--- config.mk ---
export PLATFORM = sky130hd
export DESIGN_NAME = imel_root_cell
export DESIGN_NICKNAME = d
export VERILOG_FILES = /design/src/imel_pkg.sv /design/src/imel_root_cell.sv
export SDC_FILE = /design/constraint.sdc
export NUM_CORES = 2
export LEC_CHECK = 0
export BUFFER_PORTS_ARGS = -buffer_cell sky130_fd_sc_hd__buf_2
export CAP_MARGIN = 20
export CORE_ASPECT_RATIO = 1.4
export CORE_MARGIN = 1.5
export CORE_UTILIZATION = 32
export DETAILED_ROUTE_END_ITERATION = 10
export GPL_TIMING_DRIVEN = 1
export HOLD_SLACK_MARGIN = 0.12
export SYNTH_ARGS = -nofsm -noshare
export SYNTH_HDL_FRONTEND = slang
export SYNTH_SLANG_ARGS = --single-unit
--- constraint.sdc ---
create_clock -name clk -period 18.7 [get_ports clk]
set_input_delay 3.74 -clock clk [delete_from_list [all_inputs] [get_ports clk]]
set_output_delay 3.74 -clock clk [all_outputs]
set_load 0.02 [all_outputs]
--- src/imel_pkg.sv ---
package imel_pkg;

  localparam int          LOG_FB    = 30;
  localparam logic [31:0] LN2_Q32   = 32'd2977044472;
  localparam logic [31:0] EPS_RESET = 32'd4295;
  localparam logic [31:0] OUT_MAX   = 32'hFFFF_FFFF;

  // register index, taken from paddr[2]
  localparam logic REG_EPSILON = 1'b0;

  // state carried along the root/log chain
  typedef struct packed {
    logic        valid;
    logic [65:0] rad;     // radicand, consumed two bits per cell
    logic [34:0] rem;
    logic [32:0] root;
    logic [31:0] m_max;   // Q1.31 mantissas
    logic [31:0] m_min;
    logic [29:0] f_max;   // log2 fraction bits
    logic [29:0] f_min;
    logic [4:0]  k_max;
    logic [4:0]  k_min;
    logic [31:0] h1;
    logic [31:0] d;
    logic        plain;
    logic        zero;
  } root_st_t;

  // state carried along the divider chain; divisor sized for the smallest FRAC_BITS (8)
  typedef struct packed {
    logic        valid;
    logic        sat;
    logic [54:0] rem;
    logic [31:0] num_lo;
    logic [53:0] dvs;
    logic [31:0] q;
  } div_st_t;

  function automatic logic [31:0] abs_diff(input logic [31:0] a, input logic [31:0] b);
    logic signed [32:0] df;
    logic        [32:0] ng;
    df = $signed({b[31], b}) - $signed({a[31], a});
    ng = -df;
    return df[32] ? ng[31:0] : df[31:0];
  endfunction

  function automatic logic [4:0] lead_one(input logic [31:0] x);
    logic [4:0] k;
    k = '0;
    for (int i = 0; i < 32; i++) begin
      if (x[i]) k = 5'(i);
    end
    return k;
  endfunction

endpackage

--- src/imel_root_cell.sv ---
module imel_root_cell #(
  parameter bit DO_LOG = 1'b1
) (
  input  logic              clk,
  input  logic              rst,
  input  imel_pkg::root_st_t st_in,
  output imel_pkg::root_st_t st_out
);
  import imel_pkg::*;

  logic [36:0] rem_sh;
  logic [36:0] trial;
  logic [63:0] sq_max, sq_min;
  logic [32:0] ms_max, ms_min;

  // one bit of the square root
  assign rem_sh = {st_in.rem, st_in.rad[65:64]};
  assign trial  = {2'b00, st_in.root, 2'b01};

  // one fraction bit of each log2 by squaring
  assign sq_max = st_in.m_max * st_in.m_max;
  assign sq_min = st_in.m_min * st_in.m_min;
  assign ms_max = sq_max[63:31];
  assign ms_min = sq_min[63:31];

  always_ff @(posedge clk) begin
    if (rst) begin
      st_out.valid <= 1'b0;
    end else begin
      st_out.valid <= st_in.valid;
    end
    st_out.rad   <= {st_in.rad[63:0], 2'b00};
    if (rem_sh >= trial) begin
      st_out.rem  <= 35'(rem_sh - trial);
      st_out.root <= {st_in.root[31:0], 1'b1};
    end else begin
      st_out.rem  <= rem_sh[34:0];
      st_out.root <= {st_in.root[31:0], 1'b0};
    end
    if (DO_LOG) begin
      st_out.m_max <= ms_max[32] ? ms_max[32:1] : ms_max[31:0];
      st_out.m_min <= ms_min[32] ? ms_min[32:1] : ms_min[31:0];
      st_out.f_max <= {st_in.f_max[28:0], ms_max[32]};
      st_out.f_min <= {st_in.f_min[28:0], ms_min[32]};
    end else begin
      st_out.m_max <= st_in.m_max;
      st_out.m_min <= st_in.m_min;
      st_out.f_max <= st_in.f_max;
      st_out.f_min <= st_in.f_min;
    end
    st_out.k_max <= st_in.k_max;
    st_out.k_min <= st_in.k_min;
    st_out.h1    <= st_in.h1;
    st_out.d     <= st_in.d;
    st_out.plain <= st_in.plain;
    st_out.zero  <= st_in.zero;
  end

endmodule

==> flow_summary.json <==
{
  "synth_flop_cell": "dfxtp_1",
  "synth_edf_count": 0,
  "coreArea_um2": 209000,
  "cp_data_arrival_time_ns": 13.15,
  "die_w_um": 391,
  "final_util_pct": 35.7,
  "grt_pass1_wl_um": 325000,
  "crit_top_cell": "fa_1",
  "die_h_um": 546,
  "drcViolationCount": 0,
  "critPathTopFamily": "adder cells",
  "cp_num_buf_inv": 6,
  "dp_hpwl_um": 174000,
  "postCtsHoldBufs": 0,
  "synth_seq_cells": 333,
  "worstPathRequired_ns": 19.24,
  "cts_tree": "done",
  "hold_violations": 0,
  "path_max_fanout": 29,
  "largest_register_ffs": 333,
  "fin_crit_ns": 12.61,
  "synth.yosys.seq_area_share_pct": 9.91,
  "max_freq_ghz": 0.0793,
  "wl_per_cell_um": 20.6,
  "syn_inst": 6956,
  "synthArstFlopShare_pct": 0,
  "drive_above_1_share_pct": 11.5,
  "area_delta_synth_final_pct": 11.2,
  "cts_resized": 0,
  "hp-class": "in -> reg",
  "avgSynthCellArea_um2": 9.68,
  "cp_slowest_stage_delay_ns": 0.70,
  "cp-start-kind": "input pin",
  "ant_nets": 0,
  "start_util_pct": 32.1,
  "dr_total_vias": 48300,
  "syn_area_um2": 67300,
  "drtIter0Drc": 2048,
  "fin_nets": 10000,
  "yosys_warnings": 0,
  "yosysMostFrequentCell": "inv_1",
  "netlist.top_cell.by_area": "fa_1",
  "critPathSlowestCell": "buf_2",
  "routed_wl_um": 213000,
  "numPortBuffers": 667,
  "placed_cells_incl_taps": 10200,
  "worstSetupPathType": "in -> reg",
  "synth_cell_type_count": 85,
  "drv_slew": 0,
  "htree_levels": 2,
  "end_kind": "flip-flop",
  "rows": 199,
  "stdcell_count": 10300,
  "worst_pin_slew_ns": 1.07,
  "clk_pin_slew_worst_paths_ns": 0.07,
  "grt_overflow_total": 0,
  "gp_congestion": 0.946,
  "rsz0062_at_grt": "no",
  "grt_pass1_vias": 55900,
  "antenna_found_initial": 47,
  "hold_depth": 1,
  "setup_viol": 0,
  "netlist_top_cells_area": "fa_1 47%, ha_1 12%, inv_1 11%",
  "maxSlewHeadroom_pct": 28.4,
  "viasPerCell": 4.68,
  "io_pins": 672,
  "grt_use_total_pct": 20.4,
  "grt_max_degree": 57,
  "postCtsSetupBuffers": 0,
  "status": "complete, no violations",
  "cts.path.max_buffers": 3,
  "crit_cells": 26,
  "die_area_um2": 213000,
  "cap_violations": 0,
  "synth_top_cells_by_count": "2006 x inv_1, 1582 x fa_1, 628 x ha_1",
  "root_buffer": "clkbuf_16",
  "period_share_pct": 67.4,
  "top_regs": "st_out x333",
  "regMostFlops": "st_out",
  "tns_ns": 0,
  "drt_pre_antenna_iters": 5,
  "cts_buffers": 39,
  "synth_top_area_share_pct": 47.1,
  "cts.sinks": 333
}
[metrics by stage]
stage               worst slack (ns)  instance area, um2  hold WS [ns]
floorplan                       7.51               67300          3.77
global placement                5.45               73500          3.84
detailed placement              5.42               73500          3.84
CTS                             6.14               74800          3.12
global route                    5.72               74800          3.15
finish                          6.09               74800          3.19
[final cells by class]
cell class,count,area [um2]
diodes,16,40.0
clock inverters,22,255
well taps,2814,3520
fillers,21300,135000
multi-input cells,4377,52200
inverters,2007,7530
flip-flops and latches,333,6670
repair buffers,701,3590
clock buffers,50,1070
[cells by family after synthesis]
| group | Yosys count | share of synthesized area [%] |
|---|---|---|
| AOI/OAI and AO/OA | 536 | 5.25 |
| DFF | 333 | 9.91 |
| other | 1 | 0.00557 |
| muxes | 59 | 0.956 |
| xor gates and xnor gates | 184 | 2.43 |
| adders and majority gates | 2210 | 58.7 |
| and+or+nand+nor | 1386 | 10.1 |
| buffers and inverters | 2247 | 12.6 |
[placed cells by master, fill, tap and decap left out, types with 39 or more instances in the layout]
cell	n
inv_1	2006
fa_1	1582
buf_2	667
ha_1	628
nand2_1	616
and2_1	464
dfxtp_1	333
a21oi_1	162
nor2_1	131
xnor2_1	93
xor2_1	89
o21ai_0	87
a21o_1	82
nand4_1	39
mux2_2	39
clkbuf_16	39
[final timing paths]
check	start	end	slack, ns
worst max-delay path	st_in[142]	st_out[164]$_DFF_P_	6.09
worst min-delay path	st_in[302]	st_out[304]$_DFF_P_	3.19
[layer usage]
| layer | vias to the layer above | wire length (um) | GRT usage, % |
|---|---|---|---|
| met5 | - | 272 | 0 |
| met4 | 44 | 14300 | 11.6 |
| met3 | 530 | 13000 | 4.12 |
| met2 | 1595 | 116000 | 39.1 |
| met1 | 24800 | 69200 | 20.0 |
| li1 | 21400 | - | - |
Power is not shown: default switching activity piles up to over one toggle a cycle in this logic, so the estimate is an artifact.
