[config.mk]
export PLATFORM = sky130hd
export DESIGN_NAME = imel_div_cell
export DESIGN_NICKNAME = d
export VERILOG_FILES = /design/src/imel_pkg.sv /design/src/imel_div_cell.sv
export SDC_FILE = /design/constraint.sdc
export NUM_CORES = 1
export LEC_CHECK = 0
export ABC_AREA = 0
export BUFFER_PORTS_ARGS = -buffer_cell sky130_fd_sc_hd__buf_2
export CAP_MARGIN = 20
export CORE_AREA = 3 3 155 157
export CTS_CLUSTER_SIZE = 24
export DETAILED_ROUTE_END_ITERATION = 6
export DIE_AREA = 0 0 158 160
export PLACE_DENSITY_LB_ADDON = 0.25
export SLEW_MARGIN = 20
export SYNTH_ARGS = -nofsm -noshare
export SYNTH_HDL_FRONTEND = slang
export SYNTH_SLANG_ARGS = --single-unit
export TNS_END_PERCENT = 50
[constraint.sdc]
create_clock -name clk -period 3.81 [get_ports clk]
set_input_delay 0.5715 -clock clk [delete_from_list [all_inputs] [get_ports clk]]
set_output_delay 0.5715 -clock clk [all_outputs]
set_load 0.01 [all_outputs]
[src/imel_pkg.sv]
package imel_pkg;

  localparam int          LOG_FB    = 30;
  localparam logic [31:0] LN2_Q32   = 32'd2977044472;
  localparam logic [31:0] EPS_RESET = 32'd4295;
  localparam logic [31:0] OUT_MAX   = 32'hFFFF_FFFF;

  // register index, taken from paddr[2]
  localparam logic REG_EPSILON = 1'b0;

  // state carried along the root/log chain
  typedef struct packed {
    logic        valid;
    logic [65:0] rad;     // radicand, consumed two bits per cell
    logic [34:0] rem;
    logic [32:0] root;
    logic [31:0] m_max;   // Q1.31 mantissas
    logic [31:0] m_min;
    logic [29:0] f_max;   // log2 fraction bits
    logic [29:0] f_min;
    logic [4:0]  k_max;
    logic [4:0]  k_min;
    logic [31:0] h1;
    logic [31:0] d;
    logic        plain;
    logic        zero;
  } root_st_t;

  // state carried along the divider chain; divisor sized for the smallest FRAC_BITS (8)
  typedef struct packed {
    logic        valid;
    logic        sat;
    logic [54:0] rem;
    logic [31:0] num_lo;
    logic [53:0] dvs;
    logic [31:0] q;
  } div_st_t;

  function automatic logic [31:0] abs_diff(input logic [31:0] a, input logic [31:0] b);
    logic signed [32:0] df;
    logic        [32:0] ng;
    df = $signed({b[31], b}) - $signed({a[31], a});
    ng = -df;
    return df[32] ? ng[31:0] : df[31:0];
  endfunction

  function automatic logic [4:0] lead_one(input logic [31:0] x);
    logic [4:0] k;
    k = '0;
    for (int i = 0; i < 32; i++) begin
      if (x[i]) k = 5'(i);
    end
    return k;
  endfunction

endpackage

[src/imel_div_cell.sv]
module imel_div_cell (
  input  logic             clk,
  input  logic             rst,
  input  imel_pkg::div_st_t st_in,
  output imel_pkg::div_st_t st_out
);
  import imel_pkg::*;

  logic [54:0] r;
  logic [54:0] dv;

  assign r  = {st_in.rem[53:0], st_in.num_lo[31]};
  assign dv = {1'b0, st_in.dvs};

  always_ff @(posedge clk) begin
    if (rst) begin
      st_out.valid <= 1'b0;
    end else begin
      st_out.valid <= st_in.valid;
    end
    st_out.sat    <= st_in.sat;
    st_out.dvs    <= st_in.dvs;
    st_out.num_lo <= {st_in.num_lo[30:0], 1'b0};
    if (r >= dv) begin
      st_out.rem <= r - dv;
      st_out.q   <= {st_in.q[30:0], 1'b1};
    end else begin
      st_out.rem <= r;
      st_out.q   <= {st_in.q[30:0], 1'b0};
    end
  end

endmodule

==> reports/metrics.cfg, run 1 <==
[status]
status=finished clean

[cells_and_area]
final_common_cell=buf_2
largest_reg_flops=174
drive_gt1_share_pct=39.8
instances_no_fill=1467
num-nets-final=1401
area_growth_pct=35.8
diodes=0
top_regs=st_out: 174 flops
final_cell_mix=348 x buf_2, 174 x dfxtp_1, 77 x a21oi_1
regMostFlops=st_out
fin_util_pct=47.3

[timing]
finalWorstSetupSlack_ps=525
post-route-period-util_pct=86.2
tightest_slew_ps=619
hold_viol_final=0
min_period_ps=3290
slew_viol_final=0
rsz0062_at_grt=false
slew_headroom_pct=58.6
fin_tns_setup_ps=0
fmax_mhz=304
setup_viol=0

[synthesis]
yosysTopAreaCell=dfxtp_1
async_flop_share_pct=0
synthFlopType=dfxtp_1
synth_top_area_share_pct=44.2
synth_seq_cells=174
synth_cell_types=60
yosysSeqAreaShare_pct=44.2
syn_avg_cell_area_sq_um=9.86
yosys_warnings=0
ys_top_cells_by_area=dfxtp_1 44%, ha_1 8.6%, mux2_4 8.0%
synth_nets=1031
syn-cell-area_sq_um=7880
synth_edf_count=0
synthCells=799

[pwr]
seq_power_share_pct=39.9
clock_power_share_pct=34.8
combPwrFrac_pct=25.2
internal-power_w=0.00354
vdd_ir_drop_max_mv=0.249
leakage_nw=5.48
sw_frac_of_total_pct=31.5
powerDensity_nw_per_um2=482
p_sw_w=0.00163

[critical_path]
crit_chain=buf_2, inv_1, ha_1, inv_1, fa_1, a211oi_1, o21ai_0, o2111ai_1, buf_4, a211o_1, a21oi_1, a31oi_1, o21ai_0, xor2_1, mux2_4
cp_max_fo=4
crit_required_ps=4130
worstSetupPathType=primary input to flip-flop
worst-path-stages=15
cp_slowest_cell=a31oi_1
crit_family=compound AO/OA/AOI/OAI gates
start_kind=primary input
cpPeakStageDelay_ps=520
crit_buf_inv=4
critPathArrivalTime_ps=3600
cp-end-kind=flip-flop

[clock_tree]
cts_buffers=17
htree_levels=4
cts_resized=0
cts_sinks=174
ctsLongestPathBuffers=2
cts_setup_buffers=0
path_clk_slew_ps=80
postCtsHoldBufs=0
cts-root-buf=clkbuf_16
tritoncts=done

[global_route]
grt_max_degree=21
grt_pass1_wl_um=38300
antenna_found_initial=2
grt_pass1_vias=7059
gr-total-overflow=0
grt_usage_pct=19.2

[routing]
drc=0
drt-initial-drc-count=426
via_per_inst=4.81
postRouteAntennaNets=0
routed_wl_um=25100
vias=7053
drtPass1Iterations=5
avgRoutedWirePerCell_um=17.1

[placement]
dpl.hpwl_um=20600
port_buffers=348
gp_congestion=0.878
dp_slack_ps=119
placedCellCount=1435

[hold_path]
hold_path.class=primary input to flip-flop
holdPathStages=1

[floorplanning]
initial_utilization_pct=34.8
die_area_sq_um=25300
core_area_sq_um=22600
die_h_um=160
num_rows=55
io_pins=352
die_w_um=158

[job]
maxCapViolCount=0

-- cell usage after synthesis, types with 3 or more instances --
cell,n
and4_1,5
nand2_1,54
nor2b_1,3
xor2_1,19
a221oi_1,3
or3_1,4
and2_1,7
a211oi_1,5
buf_2,6
a211o_1,4
a21o_1,30
o31ai_1,3
nor2_1,20
nand4_1,21
nand2b_1,11
nand3_1,17
inv_1,68
a31o_2,4
mux2_4,42
o21ai_0,28
ha_1,54
nor3_1,15
o21bai_1,7
buf_6,6
and3_1,6
a21oi_1,77
clkbuf_1,18
a31oi_1,13
o31a_1,3
xnor2_1,29
dfxtp_1,174
o21a_1,6
o21ai_1,4
-- power by group through the flow --
stage	Sequential (W)	Clock, W	Combinational [W]
2_1_floorplan	0.00221	0	0.000687
3_3_place_gp	0.00210	0	0.00130
3_5_place_dp	0.00210	0	0.00131
4_1_cts	0.00206	0.00185	0.00132
5_1_grt	0.00208	0.00193	0.00143
6_report	0.00206	0.00180	0.00130
-- worst paths after layout --
check                   from                   to  slack [ps]
setup / recovery  st_in[117]  st_out[162]$_DFF_P_         520
hold / removal    st_in[173]  st_out[173]$_DFF_P_         230
-- final cells by class --
cell class | instances | area (sq um)
clock buffer | 17 | 425
clock inverter | 15 | 190
multi-input combinational | 523 | 3950
timing repair buffer | 383 | 2030
inverter | 70 | 265
fill | 2258 | 11900
sequential | 174 | 3480
tap | 285 | 357
-- metal layers --
metal	GRT usage [%]	vias up	routed length, um	part of all wire [%]
met1	23.7	3225	10500	42
met3	4.44	22	1780	7.1
li1	-	3549	-	-
met4	5.08	4	365	1.5
met2	33.6	253	12400	49
met5	0	-	26	0.10
-- stage by stage --
step / instance area, sq um / hold WS (ps) / total power (W)
6_report: 10700 / 233 / 0.00516
3_5_place_dp: 10100 / 675 / 0.00341
5_1_grt: 10700 / 207 / 0.00544
3_3_place_gp: 10100 / 674 / 0.00340
2_1_floorplan: 7880 / 599 / 0.00290
4_1_cts: 10700 / 214 / 0.00523
-- cells by family after synthesis --
logic type / Yosys count / share of synthesized area, %
buffers and inverters: 102 / 5.65
xor gates and xnor gates: 48 / 5.34
muxes: 44 / 8.29
DFF: 174 / 44.2
other: 1 / 0.0476
adders and majority gates: 55 / 8.83
and+or+nand+nor: 171 / 11.2
AOI/OAI and AO/OA: 204 / 16.5
No activity file was read; power rests on OpenSTA's default activity.
==> inputs of run 2 (changes only) <==
--- a/config.mk
+++ b/config.mk
@@ -13,7 +13,7 @@
 export DETAILED_ROUTE_END_ITERATION = 6
 export DIE_AREA = 0 0 158 160
 export PLACE_DENSITY_LB_ADDON = 0.25
-export SLEW_MARGIN = 20
+export RECOVER_POWER = 50
 export SYNTH_ARGS = -nofsm -noshare
 export SYNTH_HDL_FRONTEND = slang
 export SYNTH_SLANG_ARGS = --single-unit
==> run 2 against run 1 <==
Sequential cell count did not move. Critical endpoint is now st_out[121]$_DFF_P_. Core utilization fell by 0.49 points. Sequential power about the same. Hold slack worse by 0.78 ps. Largest power group unchanged. Final area is 1.0% lower. Non-clock buffer count unchanged. Combinational power is essentially flat.
==> reports/metrics.cfg, run 2 (synthesis gave the netlist of run 1 again) <==
[hold_path]
hold_path.class=primary input to flip-flop

[placement]
placedCellCount=1435
dpl.hpwl_um=20600
port_buffers=348
gp_congestion=0.878

[cells_and_area]
largest_reg_flops=174
instances_no_fill=1467
final_cell_mix=260 x buf_2, 174 x dfxtp_1, 88 x clkbuf_1
num-nets-final=1401
area_growth_pct=34.4
top_regs=st_out: 174 flops
n_fill_cell=2305
diodes=0
final_common_cell=buf_2
fin_util_pct=46.8
drive_gt1_share_pct=32.3
regMostFlops=st_out

[global_route]
gr-total-overflow=0
grt_pass1_vias=7059
antenna_found_initial=2
grt_pass1_wl_um=38300
grt_usage_pct=19.2
grt_max_degree=21

[critical_path]
crit_required_ps=4120
cp_max_fo=12
cpPeakStageDelay_ps=370
cp_slowest_cell=a211o_1
worstSetupPathType=primary input to flip-flop
critPathArrivalTime_ps=3590
crit_chain=clkbuf_1, inv_1, ha_1, nand2b_1, a211oi_1, o21ai_1, a211o_1, a211oi_1, buf_4, o21ba_2, o21a_1, nor2_8, inv_2, buf_4, mux2_4
cp-end-kind=flip-flop
start_kind=primary input

[clock_tree]
cts_resized=0
cts_setup_buffers=0
postCtsHoldBufs=0
cts_sinks=174
cts-root-buf=clkbuf_16
htree_levels=4
tritoncts=done
ctsLongestPathBuffers=2
path_clk_slew_ps=80
cts_buffers=17

[timing]
slew_viol_final=0
fin_tns_setup_ps=0
hold_viol_final=0
slew_headroom_pct=60.4
setup_viol=0
rsz0062_at_grt=false
tightest_slew_ps=591
fmax_mhz=306
post-route-period-util_pct=85.9
min_period_ps=3270

[routing]
drc=0
routed-wl-met2_um=12400
drtPass1Iterations=5
vias=7072
dr_wl_met3_um=1720
avgRoutedWirePerCell_um=17.2
postRouteAntennaNets=0
routed_wl_um=25200
routedLengthMet1_um=10600
maxUsedRoutingLayer=met5
drt-initial-drc-count=364
via_per_inst=4.82

[floorplanning]
die_area_sq_um=25300
io_pins=352
die_h_um=160
die_w_um=158
num_rows=55
initial_utilization_pct=34.8
core_area_sq_um=22600

[pwr]
powerDensity_nw_per_um2=486
leakage_nw=5.23
vdd_ir_drop_max_mv=0.250

[status]
status=finished clean

[job]
maxCapViolCount=0

## run 2: path summary, 6_finish.rpt
kind	start	endpoint	slack (ps)	cells past startpoint
worst min-delay path	st_in[173]	st_out[173]$_DFF_P_	230	1
worst max-delay path	st_in[33]	st_out[121]$_DFF_P_	540	15
## run 2: critical path: cells and delay by family
kind            cells  cell delay [ps]
compound gates      6             1490
buf+inv             5              740
mux                 1              320
fa+ha+maj           1              310
simple gates        2              150
## run 2: layer usage
metal / up-vias / GRT usage (%)
met4: 4 / 5.08
met3: 24 / 4.44
li1: 3556 / -
met5: - / 0
met2: 255 / 33.6
met1: 3233 / 23.7
## run 2: layout make-up
class,instances,area [sq um],share of cell area [%]
inverters,70,265,2.51
repair buffers,383,1920,18.1
multi-input cells,523,3950,37.3
flip-flops and latches,174,3480,32.9
clock inverters,15,190,1.80
well taps,285,357,3.37
clock buffers,17,425,4.02
## run 2: per-stage QoR
stage	setup slack, ps	hold slack, ps	cell area (sq um)	power [W]
after floorplan	568	599	7880	0.00290
after global placement	108	674	10100	0.00340
after detailed placement	119	675	10100	0.00341
after CTS	526	214	10700	0.00523
after global routing	292	207	10600	0.00542
final	537	232	10600	0.00515
## run 2: where the power goes
group	internal (W)	total [W]	switching, W
sequential	0.00201	0.00206	0.0000501
combinational	0.000605	0.00128	0.000678
clock	0.000899	0.00180	0.000900
total	0.00352	0.00515	0.00163
==> inputs of run 3 (changes only) <==
--- a/config.mk
+++ b/config.mk
@@ -8,10 +8,10 @@
 export ABC_AREA = 0
 export BUFFER_PORTS_ARGS = -buffer_cell sky130_fd_sc_hd__buf_2
 export CAP_MARGIN = 20
-export CORE_AREA = 3 3 155 157
+export CORE_AREA = 3 3 136 138
 export CTS_CLUSTER_SIZE = 24
 export DETAILED_ROUTE_END_ITERATION = 6
-export DIE_AREA = 0 0 158 160
+export DIE_AREA = 0 0 139 141
 export PLACE_DENSITY_LB_ADDON = 0.25
 export RECOVER_POWER = 50
 export SYNTH_ARGS = -nofsm -noshare
==> run 3 against run 2 <==
Die area shrank 22%. Maximum frequency shrank 4.9%. Sequential share of layout area grew 0.33 points. Critical path depth shrank 2. Global-route usage grew 4.3 points. Cell count shrank 4.6%. Power grew 0.41%. Critical path type unchanged.
==> reports/metrics.cfg, run 3 (synthesis gave the netlist of run 1 again) <==
[status]
status=finished clean

[critical_path]
crit_buf_inv=2
crit_required_ps=4130
worstSetupPathType=primary input to flip-flop
cp_max_fo=4
cp_slowest_cell=o2111ai_1
crit_start=st_in[32]
crit_family=compound AO/OA/AOI/OAI gates
start_kind=primary input
critPathArrivalTime_ps=3760
crit_chain=clkbuf_1, ha_1, inv_1, fa_1, a211oi_1, o21ai_0, o2111ai_1, a31o_2, a21oi_1, o21a_1, a221oi_1, xnor2_1, mux2_4
cpPeakStageDelay_ps=520
cp-end-kind=flip-flop

[timing]
min_period_ps=3440
hold_viol_final=0
fmax_mhz=290
post-route-period-util_pct=90.4
fin_tns_setup_ps=0
rsz0062_at_grt=false
tightest_slew_ps=655
slew_viol_final=0
setup_viol=0
slew_headroom_pct=56.0
fin_hold_ws_ps=229

[floorplanning]
io_pins=352
die_w_um=139
die_area_sq_um=19600
initial_utilization_pct=45.5
die_h_um=141
num_rows=48
core_area_sq_um=17300

[placement]
gp_congestion=0.885
placedCellCount=1367
dpl.hpwl_um=19600
placedInstanceArea_sq_um=9950
port_buffers=348

[routing]
drt-initial-drc-count=332
avgRoutedWirePerCell_um=17.1
drc=0
via_per_inst=5.07
vias=7092
routed_wl_um=23900
drtPass1Iterations=5
postRouteAntennaNets=0

[global_route]
gr-total-overflow=0
grt_pass1_vias=7068
grt_usage_pct=23.6
grt_pass1_wl_um=37000
antenna_found_initial=2
grt_max_degree=27

[cells_and_area]
largest_reg_flops=174
drive_gt1_share_pct=32.6
fin_util_pct=60.6
top_regs=st_out: 174 flops
design_area_sq_um=10500
regMostFlops=st_out
n_fill_cell=1618
instances_no_fill=1400
area_growth_pct=33.1
final_common_cell=buf_2
num-nets-final=1393
final_cell_mix=269 x buf_2, 174 x dfxtp_1, 79 x clkbuf_1

[clock_tree]
cts-root-buf=clkbuf_16
postCtsHoldBufs=0
path_clk_slew_ps=80
htree_levels=4
cts_resized=0
cts_sinks=174
ctsLongestPathBuffers=2
cts_setup_buffers=0
tritoncts=done
cts_buffers=17

[pwr]
leakage_nw=5.23
powerDensity_nw_per_um2=493
vdd_ir_drop_max_mv=0.341

[job]
maxCapViolCount=0

[hold_path]
hold_start=st_in[97]
hold_path.class=primary input to flip-flop

-- run 3: changes by cell type in the layout (fill, tap and decap cells not counted), sizes merged --
cell and change:
diode +1, buf +1, bufinv +1, inv +2
clkinv -3, clkbuf -9
-- run 3: path summary, 6_finish.rpt --
check	end	slack [ps]	depth (start not counted)
setup / recovery	st_out[168]$_DFF_P_	370	13
hold / removal	st_out[98]$_DFF_P_	230	1
-- run 3: metrics by stage --
| stage | setup WS [ps] | power [W] |
|---|---|---|
| 3_5_place_dp | 57.0 | 0.00339 |
| 4_1_cts | 489 | 0.00523 |
| 5_1_grt | 236 | 0.00542 |
| 2_1_floorplan | 568 | 0.00290 |
| 3_3_place_gp | 98.0 | 0.00338 |
| 6_report | 367 | 0.00517 |
-- run 3: layout make-up --
cell class                      instances  area [sq um]  area share, %
Sequential cell                       174          3480           33.2
Clock buffer                           17           425           4.06
Timing Repair Buffer                  375          1870           17.8
Clock inverter                         15           205           1.96
Tap cell                              225           282           2.69
Antenna cell                            1          2.50         0.0239
Multi-Input combinational cell        523          3950           37.7
Inverter                               70           265           2.53
-- run 3: layer usage --
metal / vias up / wire length (um) / GRT usage, %
met3: 23 / 1690 / 6.28
met2: 266 / 11900 / 41.7
met4: 2 / 278 / 5.51
li1: 3527 / - / -
met1: 3274 / 10000 / 28.9
met5: - / 13 / 0
-- run 3: power breakdown --
part	leakage, nW	total [W]	internal [W]	switching [W]
combinational	3.46	0.00128	0.000602	0.000675
clock	0.308	0.00183	0.000963	0.000871
sequential	1.47	0.00206	0.00201	0.0000427
total	5.23	0.00517	0.00358	0.00159
